[config.mk]
export PLATFORM = sky130hd
export DESIGN_NAME = quote_aware_command_restyler
export DESIGN_NICKNAME = d
export VERILOG_FILES = /design/src/hw/rtl/qacr_pkg.sv /design/src/hw/rtl/qacr_front.sv /design/src/hw/rtl/qacr_queue.sv /design/src/hw/rtl/qacr_back.sv /design/src/hw/rtl/quote_aware_command_restyler.sv
export VERILOG_INCLUDE_DIRS = /design/src /design/src/hw/rtl
export SDC_FILE = /design/constraint.sdc
export NUM_CORES = 1
export LEC_CHECK = 0
export BUFFER_PORTS_ARGS = -buffer_cell sky130_fd_sc_hd__buf_4
export CAP_MARGIN = 40
export CORE_MARGIN = 2
export CORE_UTILIZATION = 30
export DETAILED_ROUTE_END_ITERATION = 6
export GPL_TIMING_DRIVEN = 0
export SYNTH_ARGS = -nofsm -noshare
export SYNTH_HDL_FRONTEND = slang
export SYNTH_HIERARCHICAL = 1
export SYNTH_SLANG_ARGS = --single-unit
export TNS_END_PERCENT = 20
[constraint.sdc]
create_clock -name clk -period 4.4 [get_ports clk]
set_input_delay 0.88 -clock clk [delete_from_list [all_inputs] [get_ports clk]]
set_output_delay 0.88 -clock clk [all_outputs]
set_load 0.1 [all_outputs]
[src/hw/rtl/quote_aware_command_restyler_macros.svh]
// Assertion helpers for the command restyler.
`ifndef QUOTE_AWARE_COMMAND_RESTYLER_MACROS_SVH
`define QUOTE_AWARE_COMMAND_RESTYLER_MACROS_SVH

// Antecedent implies consequent in the same cycle.
`define QACR_ASSERT_IMPL(lbl, ante, cons) \
lbl: assert property (@(posedge clk) disable iff (!arst_n) (ante) |-> (cons)) \
	else $error("restyler check failed");

// Condition must never hold.
`define QACR_ASSERT_NEVER(lbl, cond) \
lbl: assert property (@(posedge clk) disable iff (!arst_n) !(cond)) \
	else $error("restyler check failed");

`endif

[src/hw/rtl/qacr_pkg.sv]
package qacr_pkg;

	// Style codes
	localparam logic [1:0] STYLE_COMPACT  = 2'd0;
	localparam logic [1:0] STYLE_READABLE = 2'd1;
	localparam logic [1:0] STYLE_EXPANDED = 2'd2;

	// Register indexes
	localparam int REG_IDX_W = 3;
	localparam logic [REG_IDX_W-1:0] REG_STYLE_MODE   = 3'd0;
	localparam logic [REG_IDX_W-1:0] REG_OP_SPACING   = 3'd1;
	localparam logic [REG_IDX_W-1:0] REG_PIPE_BREAK   = 3'd2;
	localparam logic [REG_IDX_W-1:0] REG_INDENT_BYTE  = 3'd3;
	localparam logic [REG_IDX_W-1:0] REG_INDENT_COUNT = 3'd4;

	// Characters
	localparam logic [7:0] CH_PIPE   = 8'h7C;
	localparam logic [7:0] CH_AMP    = 8'h26;
	localparam logic [7:0] CH_SEMI   = 8'h3B;
	localparam logic [7:0] CH_DQUOTE = 8'h22;
	localparam logic [7:0] CH_SQUOTE = 8'h27;
	localparam logic [7:0] CH_NL     = 8'h0A;
	localparam logic [7:0] CH_SPACE  = 8'h20;

	// Queue between front and back
	localparam int Q_DEPTH = 2;
	localparam int Q_PTR_W = $clog2(Q_DEPTH);
	localparam int Q_CNT_W = $clog2(Q_DEPTH + 1);

	typedef struct packed {
		logic [1:0] style_mode;
		logic       operator_spacing;
		logic       pipe_breaking;
		logic [7:0] indent_byte;
		logic [4:0] indent_count;
	} cfg_t;

	// One classified item: the beats it produces, in this order:
	// lead spaces, main byte, newline, indent run, trailing space, or an empty end marker.
	typedef struct packed {
		logic [1:0] lead;
		logic       has_main;
		logic [7:0] main_byte;
		logic       nl;
		logic       trail;
		logic       empty;
		logic       last;
	} plan_t;

	function automatic logic is_ws(input logic [7:0] b);
		is_ws = (b == CH_SPACE) || (b inside {[8'd9:8'd13]});
	endfunction

	function automatic logic is_op(input logic [7:0] b);
		is_op = (b == CH_PIPE) || (b == CH_AMP) || (b == CH_SEMI);
	endfunction

endpackage

[src/hw/rtl/qacr_front.sv]
module qacr_front
	import qacr_pkg::*;
#(
	parameter int MAX_INDENT = 16,
	parameter int IND_W = 5
) (
	input  logic             clk,
	input  logic             arst_n,
	input  cfg_t             cfg,
	input  logic             accept,
	input  logic [7:0]       in_byte,
	input  logic             in_last,
	output logic             push,
	output plan_t            plan,
	output logic [IND_W-1:0] plan_ind
);

	localparam int CW = (IND_W > 5) ? IND_W : 5;

	logic       inside_quote_q, quote_dbl_q, prior_ws_q, emitted_q, held_q;
	logic [7:0] prior_char_q;

	logic       inside_quote_n, quote_dbl_n, prior_ws_n, emitted_n, held_n;
	logic [7:0] prior_char_n;

	logic             compact, expanded, flush0, emitted1, spaced, any_beat;
	logic [7:0]       prior1;
	logic [CW-1:0]    cnt_ext;
	logic [IND_W-1:0] ind_sat;

	// Indent run length, saturated
	always_comb begin
		cnt_ext = CW'(cfg.indent_count);
		if (cnt_ext > CW'(MAX_INDENT)) begin
			ind_sat = IND_W'(MAX_INDENT);
		end else begin
			ind_sat = IND_W'(cnt_ext);
		end
	end

	// Classify one byte and work out the next command state
	always_comb begin
		compact  = cfg.style_mode == STYLE_COMPACT;
		expanded = cfg.style_mode == STYLE_EXPANDED;
		flush0   = !compact && held_q;
		emitted1 = emitted_q | flush0;
		prior1   = flush0 ? CH_SPACE : prior_char_q;
		spaced   = cfg.operator_spacing && is_op(in_byte);

		inside_quote_n = inside_quote_q;
		quote_dbl_n    = quote_dbl_q;
		if (!inside_quote_q && (in_byte == CH_DQUOTE || in_byte == CH_SQUOTE)) begin
			inside_quote_n = 1'b1;
			quote_dbl_n    = in_byte == CH_DQUOTE;
		end else if (inside_quote_q &&
			in_byte == (quote_dbl_q ? CH_DQUOTE : CH_SQUOTE)) begin
			inside_quote_n = 1'b0;
		end

		plan           = '0;
		plan.lead      = {1'b0, flush0};
		plan.main_byte = in_byte;
		plan.last      = in_last;
		plan_ind       = '0;
		held_n         = 1'b0;
		prior_ws_n     = prior_ws_q;

		if (compact) begin
			held_n = held_q;
			if (inside_quote_n) begin
				plan.lead     = {1'b0, held_q};
				plan.has_main = 1'b1;
				held_n        = 1'b0;
				prior_ws_n    = 1'b0;
			end else if (in_byte == CH_NL) begin
				plan.has_main = 1'b1;
				held_n        = 1'b0;
				prior_ws_n    = 1'b0;
			end else if (is_ws(in_byte)) begin
				if (!prior_ws_q && emitted_q) begin
					held_n     = 1'b1;
					prior_ws_n = 1'b1;
				end
			end else begin
				plan.lead     = {1'b0, held_q};
				plan.has_main = 1'b1;
				held_n        = 1'b0;
				prior_ws_n    = 1'b0;
			end
		end else if (expanded) begin
			prior_ws_n    = 1'b0;
			plan.has_main = 1'b1;
			if (!inside_quote_n && in_byte == CH_PIPE && cfg.pipe_breaking) begin
				plan.lead = flush0 ? 2'd2 : 2'd1;
				plan.nl   = 1'b1;
				plan_ind  = ind_sat;
			end
		end else begin
			if (inside_quote_n) begin
				plan.has_main = 1'b1;
				prior_ws_n    = 1'b0;
			end else if (is_ws(in_byte)) begin
				if (in_byte == CH_NL || !prior_ws_q) begin
					plan.has_main = 1'b1;
					prior_ws_n    = in_byte != CH_NL;
				end
			end else begin
				if (spaced && emitted1 && !is_ws(prior1)) begin
					plan.lead = 2'd1;
				end
				plan.has_main = 1'b1;
				prior_ws_n    = spaced;
				plan.trail    = spaced;
			end
		end

		// End of command: a held space goes out last
		if (in_last && held_n) begin
			plan.trail = 1'b1;
			held_n     = 1'b0;
		end

		any_beat = (plan.lead != 2'd0) || plan.has_main || plan.nl ||
			(plan_ind != '0) || plan.trail;
		plan.empty = in_last && !any_beat;

		if (plan.trail) begin
			prior_char_n = CH_SPACE;
		end else if (plan_ind != '0) begin
			prior_char_n = cfg.indent_byte;
		end else if (plan.nl) begin
			prior_char_n = CH_NL;
		end else if (plan.has_main) begin
			prior_char_n = in_byte;
		end else if (plan.lead != 2'd0) begin
			prior_char_n = CH_SPACE;
		end else begin
			prior_char_n = prior_char_q;
		end
		emitted_n = emitted_q | any_beat;

		if (in_last) begin
			inside_quote_n = 1'b0;
			quote_dbl_n    = 1'b0;
			prior_ws_n     = 1'b0;
			emitted_n      = 1'b0;
			prior_char_n   = '0;
			held_n         = 1'b0;
		end

		push = accept && (any_beat || plan.empty);
	end

	// Command state
	always_ff @(posedge clk or negedge arst_n) begin
		if (!arst_n) begin
			inside_quote_q <= 1'b0;
			quote_dbl_q    <= 1'b0;
			prior_ws_q     <= 1'b0;
			emitted_q      <= 1'b0;
			held_q         <= 1'b0;
			prior_char_q   <= '0;
		end else if (accept) begin
			inside_quote_q <= inside_quote_n;
			quote_dbl_q    <= quote_dbl_n;
			prior_ws_q     <= prior_ws_n;
			emitted_q      <= emitted_n;
			held_q         <= held_n;
			prior_char_q   <= prior_char_n;
		end
	end

endmodule

[src/hw/rtl/qacr_queue.sv]
module qacr_queue
	import qacr_pkg::*;
#(
	parameter int IND_W = 5
) (
	input  logic               clk,
	input  logic               arst_n,
	input  logic               push,
	input  plan_t              push_plan,
	input  logic [IND_W-1:0]   push_ind,
	input  logic               pop,
	output plan_t              head_plan,
	output logic [IND_W-1:0]   head_ind,
	output logic               full,
	output logic               nempty,
	output logic [Q_CNT_W-1:0] count
);

	plan_t            plan_mem [Q_DEPTH];
	logic [IND_W-1:0] ind_mem  [Q_DEPTH];
	logic [Q_PTR_W-1:0] wr_ptr_q, rd_ptr_q;
	logic [Q_CNT_W-1:0] count_q;

	assign full      = count_q == Q_CNT_W'(Q_DEPTH);
	assign nempty    = count_q != '0;
	assign count     = count_q;
	assign head_plan = plan_mem[rd_ptr_q];
	assign head_ind  = ind_mem[rd_ptr_q];

	// Storage
	always_ff @(posedge clk) begin
		if (push) begin
			plan_mem[wr_ptr_q] <= push_plan;
			ind_mem[wr_ptr_q]  <= push_ind;
		end
	end

	// Pointers and fill count
	always_ff @(posedge clk or negedge arst_n) begin
		if (!arst_n) begin
			wr_ptr_q <= '0;
			rd_ptr_q <= '0;
			count_q  <= '0;
		end else begin
			if (push) begin
				wr_ptr_q <= (wr_ptr_q == Q_PTR_W'(Q_DEPTH - 1)) ? '0 : wr_ptr_q + 1'b1;
			end
			if (pop) begin
				rd_ptr_q <= (rd_ptr_q == Q_PTR_W'(Q_DEPTH - 1)) ? '0 : rd_ptr_q + 1'b1;
			end
			if (push && !pop) begin
				count_q <= count_q + 1'b1;
			end else if (pop && !push) begin
				count_q <= count_q - 1'b1;
			end
		end
	end

endmodule

[src/hw/rtl/qacr_back.sv]
module qacr_back
	import qacr_pkg::*;
#(
	parameter int IND_W = 5
) (
	input  logic             clk,
	input  logic             arst_n,
	input  logic [7:0]       indent_byte,
	input  plan_t            head_plan,
	input  logic [IND_W-1:0] head_ind,
	input  logic             q_nempty,
	output logic             q_pop,
	output logic             out_valid,
	input  logic             out_stall,
	output logic [7:0]       out_byte,
	output logic             out_has_byte,
	output logic             out_end
);

	plan_t            cur_q, nxt;
	logic [IND_W-1:0] ind_q, ind_nxt;
	logic             valid_q, beat, more, load;

	// Current beat and what is left after it
	always_comb begin
		nxt          = cur_q;
		ind_nxt      = ind_q;
		out_has_byte = 1'b1;
		if (cur_q.lead != 2'd0) begin
			out_byte = CH_SPACE;
			nxt.lead = cur_q.lead - 2'd1;
		end else if (cur_q.has_main) begin
			out_byte     = cur_q.main_byte;
			nxt.has_main = 1'b0;
		end else if (cur_q.nl) begin
			out_byte = CH_NL;
			nxt.nl   = 1'b0;
		end else if (ind_q != '0) begin
			out_byte = indent_byte;
			ind_nxt  = ind_q - 1'b1;
		end else if (cur_q.trail) begin
			out_byte  = CH_SPACE;
			nxt.trail = 1'b0;
		end else begin
			out_byte     = '0;
			out_has_byte = 1'b0;
			nxt.empty    = 1'b0;
		end
		more = (nxt.lead != 2'd0) || nxt.has_main || nxt.nl || (ind_nxt != '0) ||
			nxt.trail || nxt.empty;
	end

	assign out_valid = valid_q;
	assign out_end   = cur_q.last && !more;
	assign beat      = valid_q && !out_stall;
	assign load      = !valid_q || (beat && !more);
	assign q_pop     = load && q_nempty;

	// Plan register
	always_ff @(posedge clk) begin
		if (q_pop) begin
			cur_q <= head_plan;
			ind_q <= head_ind;
		end else if (beat) begin
			cur_q <= nxt;
			ind_q <= ind_nxt;
		end
	end

	always_ff @(posedge clk or negedge arst_n) begin
		if (!arst_n) begin
			valid_q <= 1'b0;
		end else if (load) begin
			valid_q <= q_nempty;
		end
	end

endmodule

[src/hw/rtl/quote_aware_command_restyler.sv]
// Path: an input beat's plan is written into the plan queue, then loaded into the output
// sequencer's plan register, from which its result beats are offered.
// Rate: one input beat per cycle while each yields at most one result beat and out_stall
// is low; an item holds the output sequencer until its last result beat is taken, and
// input stalls once the two-entry plan queue is full.
// Reset: arst_n clears the command state and queue and loads register defaults.
`include "quote_aware_command_restyler_macros.svh"

module quote_aware_command_restyler
	import qacr_pkg::*;
#(
	parameter int MAX_INDENT = 16
) (
	input  logic                 clk,
	input  logic                 arst_n,
	input  logic                 wr_en,
	input  logic [REG_IDX_W-1:0] wr_index,
	input  logic [7:0]           wr_data,
	input  logic                 in_valid,
	output logic                 in_stall,
	input  logic [7:0]           in_byte,
	input  logic                 in_last,
	output logic                 out_valid,
	input  logic                 out_stall,
	output logic [7:0]           out_byte,
	output logic                 out_has_byte,
	output logic                 out_end
);

	localparam int IND_W = $clog2(MAX_INDENT + 1);

	cfg_t               cfg_q;
	logic               accept, push, pop, q_full, q_nempty;
	plan_t              push_plan, head_plan;
	logic [IND_W-1:0]   push_ind, head_ind;
	logic [Q_CNT_W-1:0] q_count;

	// Configuration registers
	always_ff @(posedge clk or negedge arst_n) begin
		if (!arst_n) begin
			cfg_q.style_mode       <= STYLE_READABLE;
			cfg_q.operator_spacing <= 1'b1;
			cfg_q.pipe_breaking    <= 1'b0;
			cfg_q.indent_byte      <= CH_SPACE;
			cfg_q.indent_count     <= 5'd2;
		end else if (wr_en) begin
			case (wr_index)
				REG_STYLE_MODE:   cfg_q.style_mode       <= wr_data[1:0];
				REG_OP_SPACING:   cfg_q.operator_spacing <= wr_data[0];
				REG_PIPE_BREAK:   cfg_q.pipe_breaking    <= wr_data[0];
				REG_INDENT_BYTE:  cfg_q.indent_byte      <= wr_data;
				REG_INDENT_COUNT: cfg_q.indent_count     <= wr_data[4:0];
				default: ;
			endcase
		end
	end

	assign in_stall = q_full;
	assign accept   = in_valid && !in_stall;

	qacr_front #(
		.MAX_INDENT(MAX_INDENT),
		.IND_W(IND_W)
	) u_front (
		.clk(clk),
		.arst_n(arst_n),
		.cfg(cfg_q),
		.accept(accept),
		.in_byte(in_byte),
		.in_last(in_last),
		.push(push),
		.plan(push_plan),
		.plan_ind(push_ind)
	);

	qacr_queue #(
		.IND_W(IND_W)
	) u_queue (
		.clk(clk),
		.arst_n(arst_n),
		.push(push),
		.push_plan(push_plan),
		.push_ind(push_ind),
		.pop(pop),
		.head_plan(head_plan),
		.head_ind(head_ind),
		.full(q_full),
		.nempty(q_nempty),
		.count(q_count)
	);

	qacr_back #(
		.IND_W(IND_W)
	) u_back (
		.clk(clk),
		.arst_n(arst_n),
		.indent_byte(cfg_q.indent_byte),
		.head_plan(head_plan),
		.head_ind(head_ind),
		.q_nempty(q_nempty),
		.q_pop(pop),
		.out_valid(out_valid),
		.out_stall(out_stall),
		.out_byte(out_byte),
		.out_has_byte(out_has_byte),
		.out_end(out_end)
	);

	// Checks
	`QACR_ASSERT_IMPL(a_empty_is_end, out_valid && !out_has_byte, out_end && out_byte == 8'd0)
	`QACR_ASSERT_NEVER(a_no_overflow, push && q_full)
	`QACR_ASSERT_NEVER(a_no_underflow, pop && q_count == '0)

endmodule
==> impl_metrics.py <==
metrics = {
    "run_status": {
        "status": "finished, final reports clean",
    },
    "synthesis": {
        "netlist_top_cells_area": "edfxtp_1 (36%), dfrtp_1 (15%), mux2_4 (8.6%), nor2b_1 (2.6%), mux2i_1 (2.2%)",
        "synth_edf_count": 60,
        "synthMuxAreaShare": 0.139,
        "yosys_register_bits": 95,
        "synth_top_family_by_area": "simple AND/OR/NAND/NOR gates",
        "seq_area_frac_synth": 0.530,
        "synth_cell_type_count": 73,
        "synth_ff_type": "edfxtp_1",
        "syn_inst": 397,
        "synth_nets": 425,
        "yosys.area_share.simple": 0.140,
        "synth_adder_area_share": 0.00940,
        "postSynthAreaPerCell_um2": 12.7,
        "synthArstFlopShare": 0.368,
        "synth_top_area_cell": "edfxtp_1",
        "synth_compound_area_frac": 0.120,
        "netlist.area_leader.share": 0.356,
        "synth_xor_area_frac": 0.0104,
        "synth_warnings": 6,
        "synthesis.area_um2": 5060,
    },
    "sta": {
        "hold_viol_final": 0,
        "slew_headroom": 0.404,
        "clock_skew_ps": 7.70,
        "period_needed_ps": 4020,
        "max_freq_mhz": 249,
        "worstMarginPinSlew_ps": 871,
        "setup_viol_count_final": 0,
        "period_share": 0.914,
        "tns_ps": 0,
        "rsz0062_at_grt": "no",
        "maxSlewViolCount": 0,
        "hold_ws_ps": 482,
    },
    "cts": {
        "cts.sinks": 95,
        "cts-hold-fix-buffers": 0,
        "postCtsSetupRepairBufs": 0,
        "clock_latency_ps": 340,
        "cts_tree": "done",
        "root_buffer": "clkbuf_16",
        "cts_buffers": 9,
        "path_clk_slew_ps": 60,
        "cts_resized": 0,
        "cts_max_path_buffers": 2,
        "h-tree-depth": 3,
    },
    "floorplanning": {
        "fp.dieH_um": 134,
        "start_util": 0.306,
        "die_area_um2": 17900,
        "die_x_um": 134,
        "std_cell_rows": 47,
        "pin_count": 37,
        "coreArea_um2": 16500,
    },
    "hold_path": {
        "hold_path_class": "reg -> reg",
        "min_path_cells": 1,
    },
    "grt": {
        "grt_max_degree": 36,
        "grtUsageTotal": 0.131,
        "grt_pass1_wl_um": 18100,
        "antenna_found_initial": 0,
        "grt_overflow": 0,
        "first_global_vias": 3342,
    },
    "run": {
        "cap_violations": 0,
    },
    "detailed_routing": {
        "ant_nets": 0,
        "vias_per_cell": 4.88,
        "vias": 3271,
        "drt_iter0_drc": 247,
        "drc": 0,
        "routedWlPerCell_um": 16.5,
        "drt_first_pass_iters": 4,
        "wirelength_um": 11100,
    },
    "critical_path": {
        "slowest_delay_ps": 400,
        "crit_start": "in_byte[6]",
        "required_ps": 4500,
        "r2r-end": "u_queue/count[1]",
        "critPathLaunchType": "input port",
        "critical_path_class": "in -> reg",
        "cp_common_cell": "and2_1",
        "endpoint_kind": "flop",
        "arrival_ps": 4120,
        "slowest_stage": "a311oi_2",
        "crit_path_max_fanout": 11,
        "r2r-start": "u_back/ind_q[0]",
        "cp-endpoint": "u_queue/ind_mem[1][0]",
        "reg2regPathDepth": 14,
        "ff2ff_setup_slack_ps": 630,
        "crit_chain": "buf_4, and4bb_1, and2_1, a311oi_2, and2_1, nor2_1, ha_1, a21o_1, a211oi_2, o21bai_4, o21ai_4, inv_2, and2_1, buf_8",
    },
    "finish": {
        "final_nets": 473,
        "areaGrowthSynthToFinish_pct": 16.9,
        "fillers": 1621,
        "layout-drive-gt1-share": 0.291,
        "diodes": 0,
    },
    "power_and_ir_drop": {
        "ir_worst_vdd_uv": 221,
        "power_leakage_nw": 2.43,
        "power_density_nw_per_um2": 438,
    },
    "place": {
        "gp_congestion": 0.823,
        "dp_hpwl_um": 8420,
        "numPortBuffers": 34,
    },
}
==> cells by family (layout without fill, tap and decap cells) <==
family / Yosys count / in the layout
flip-flops: 95 / 95
multiplexers: 54 / 54
XOR/XNOR: 6 / 6
adder cells (fa/ha/maj): 4 / 4
AO/OA/AOI/OAI: 79 / 79
AND/OR/NAND/NOR: 113 / 113
buffers and inverters: 46 / 99
==> synthesized netlist by cell type, types with 6 or more instances <==
cell and number:
a22oi_1 6, mux2i_1 11, buf_4 10, dfrtp_1 31, a22o_1 6, mux2_1 7, inv_1 20, mux2_2 7
nor3_1 11, o2bb2ai_1 6, mux2_4 29, nand3_1 6, and2_1 12, nor2b_1 21, nor2_1 17, edfxtp_1 60
nand2_1 15, a21oi_1 16
==> where the power goes <==
group	total (mW)	internal (mW)	switching, mW
registers	1.27	1.15	0.120
clock network	0.732	0.400	0.332
logic	0.589	0.262	0.328
total	2.59	1.81	0.780
==> flip-flops by register name (all words and copies together) (netlist names), 2 cells and up <==
signal                count
u_queue/ind_mem          10
cfg_q                    17
u_queue/plan_mem         30
u_back/ind_q              5
u_back/cur_q             15
u_front/prior_char_q      8
u_queue/count             2
==> worst min-delay path by stage <==
stage / start / end / slack, ps
global placement: u_queue/wr_ptr_q / u_queue/wr_ptr_q / 470
global route: u_front/prior_char_q[7] / u_front/prior_char_q[7] / 510
detailed placement: u_queue/count[1] / u_queue/count[1] / 480
floorplan: u_queue/count[1] / u_queue/count[1] / 450
finish: u_queue/count[1] / u_queue/count[1] / 480
CTS: u_queue/count[1] / u_queue/count[1] / 490
==> metrics by stage <==
| stage | cell area (um2) | util | cells | power (mW) | worst slack, ps |
|---|---|---|---|---|---|
| floorplan | 5060 | - | 397 | 1.68 | 246 |
| global placement | 5590 | 0.339 | 651 | 1.84 | -665 |
| detailed placement | 5630 | 0.341 | 654 | 1.88 | 33.8 |
| CTS | 5920 | 0.358 | 670 | 2.63 | 389 |
| global route | 5920 | 0.358 | 670 | 2.73 | 159 |
| finish | 5920 | 0.358 | 670 | 2.59 | 379 |
==> critical path, delay by kind of cell <==
kind | cells | cell delay, ps
buf+inv | 3 | 460
fa+ha+maj | 1 | 310
simple gates | 5 | 1120
compound gates | 5 | 1340
==> cell usage in the layout, fill, tap and decap left out, drive strengths merged, types with 6 or more instances in the layout <==
cell type and instances:
a22oi 6, nand3 6, nor2b 21, mux2 43, nor2 18, nand2 15
nor3 11, mux2i 11, clkbuf 15, a22o 6, buf 56, o2bb2ai 6
edfxtp 60, a21oi 16, inv 24, and2 12, o21ai 12, dfrtp 31
==> per-layer routing <==
| layer | track usage | vias up | share of wire |
|---|---|---|---|
| met3 | 0.0321 | 13 | 0.055 |
| met1 | 0.171 | 1612 | 0.46 |
| met2 | 0.216 | 73 | 0.47 |
| met4 | 0.0431 | 0 | 0.015 |
| li1 | - | 1573 | - |
| met5 | 0 | - | 0 |
==> layout make-up <==
class                      instances  area [um2]  area share
multi-input combinational        256        2130       0.360
timing repair buffer              37         293      0.0495
sequential                        95        2680       0.453
clock buffer                      10         239      0.0404
tap                              220         275      0.0465
buffer                            24         170      0.0288
clock inverter                     6        42.5     0.00719
inverter                          22        82.6      0.0140
Power figures use the tool's default switching activity.
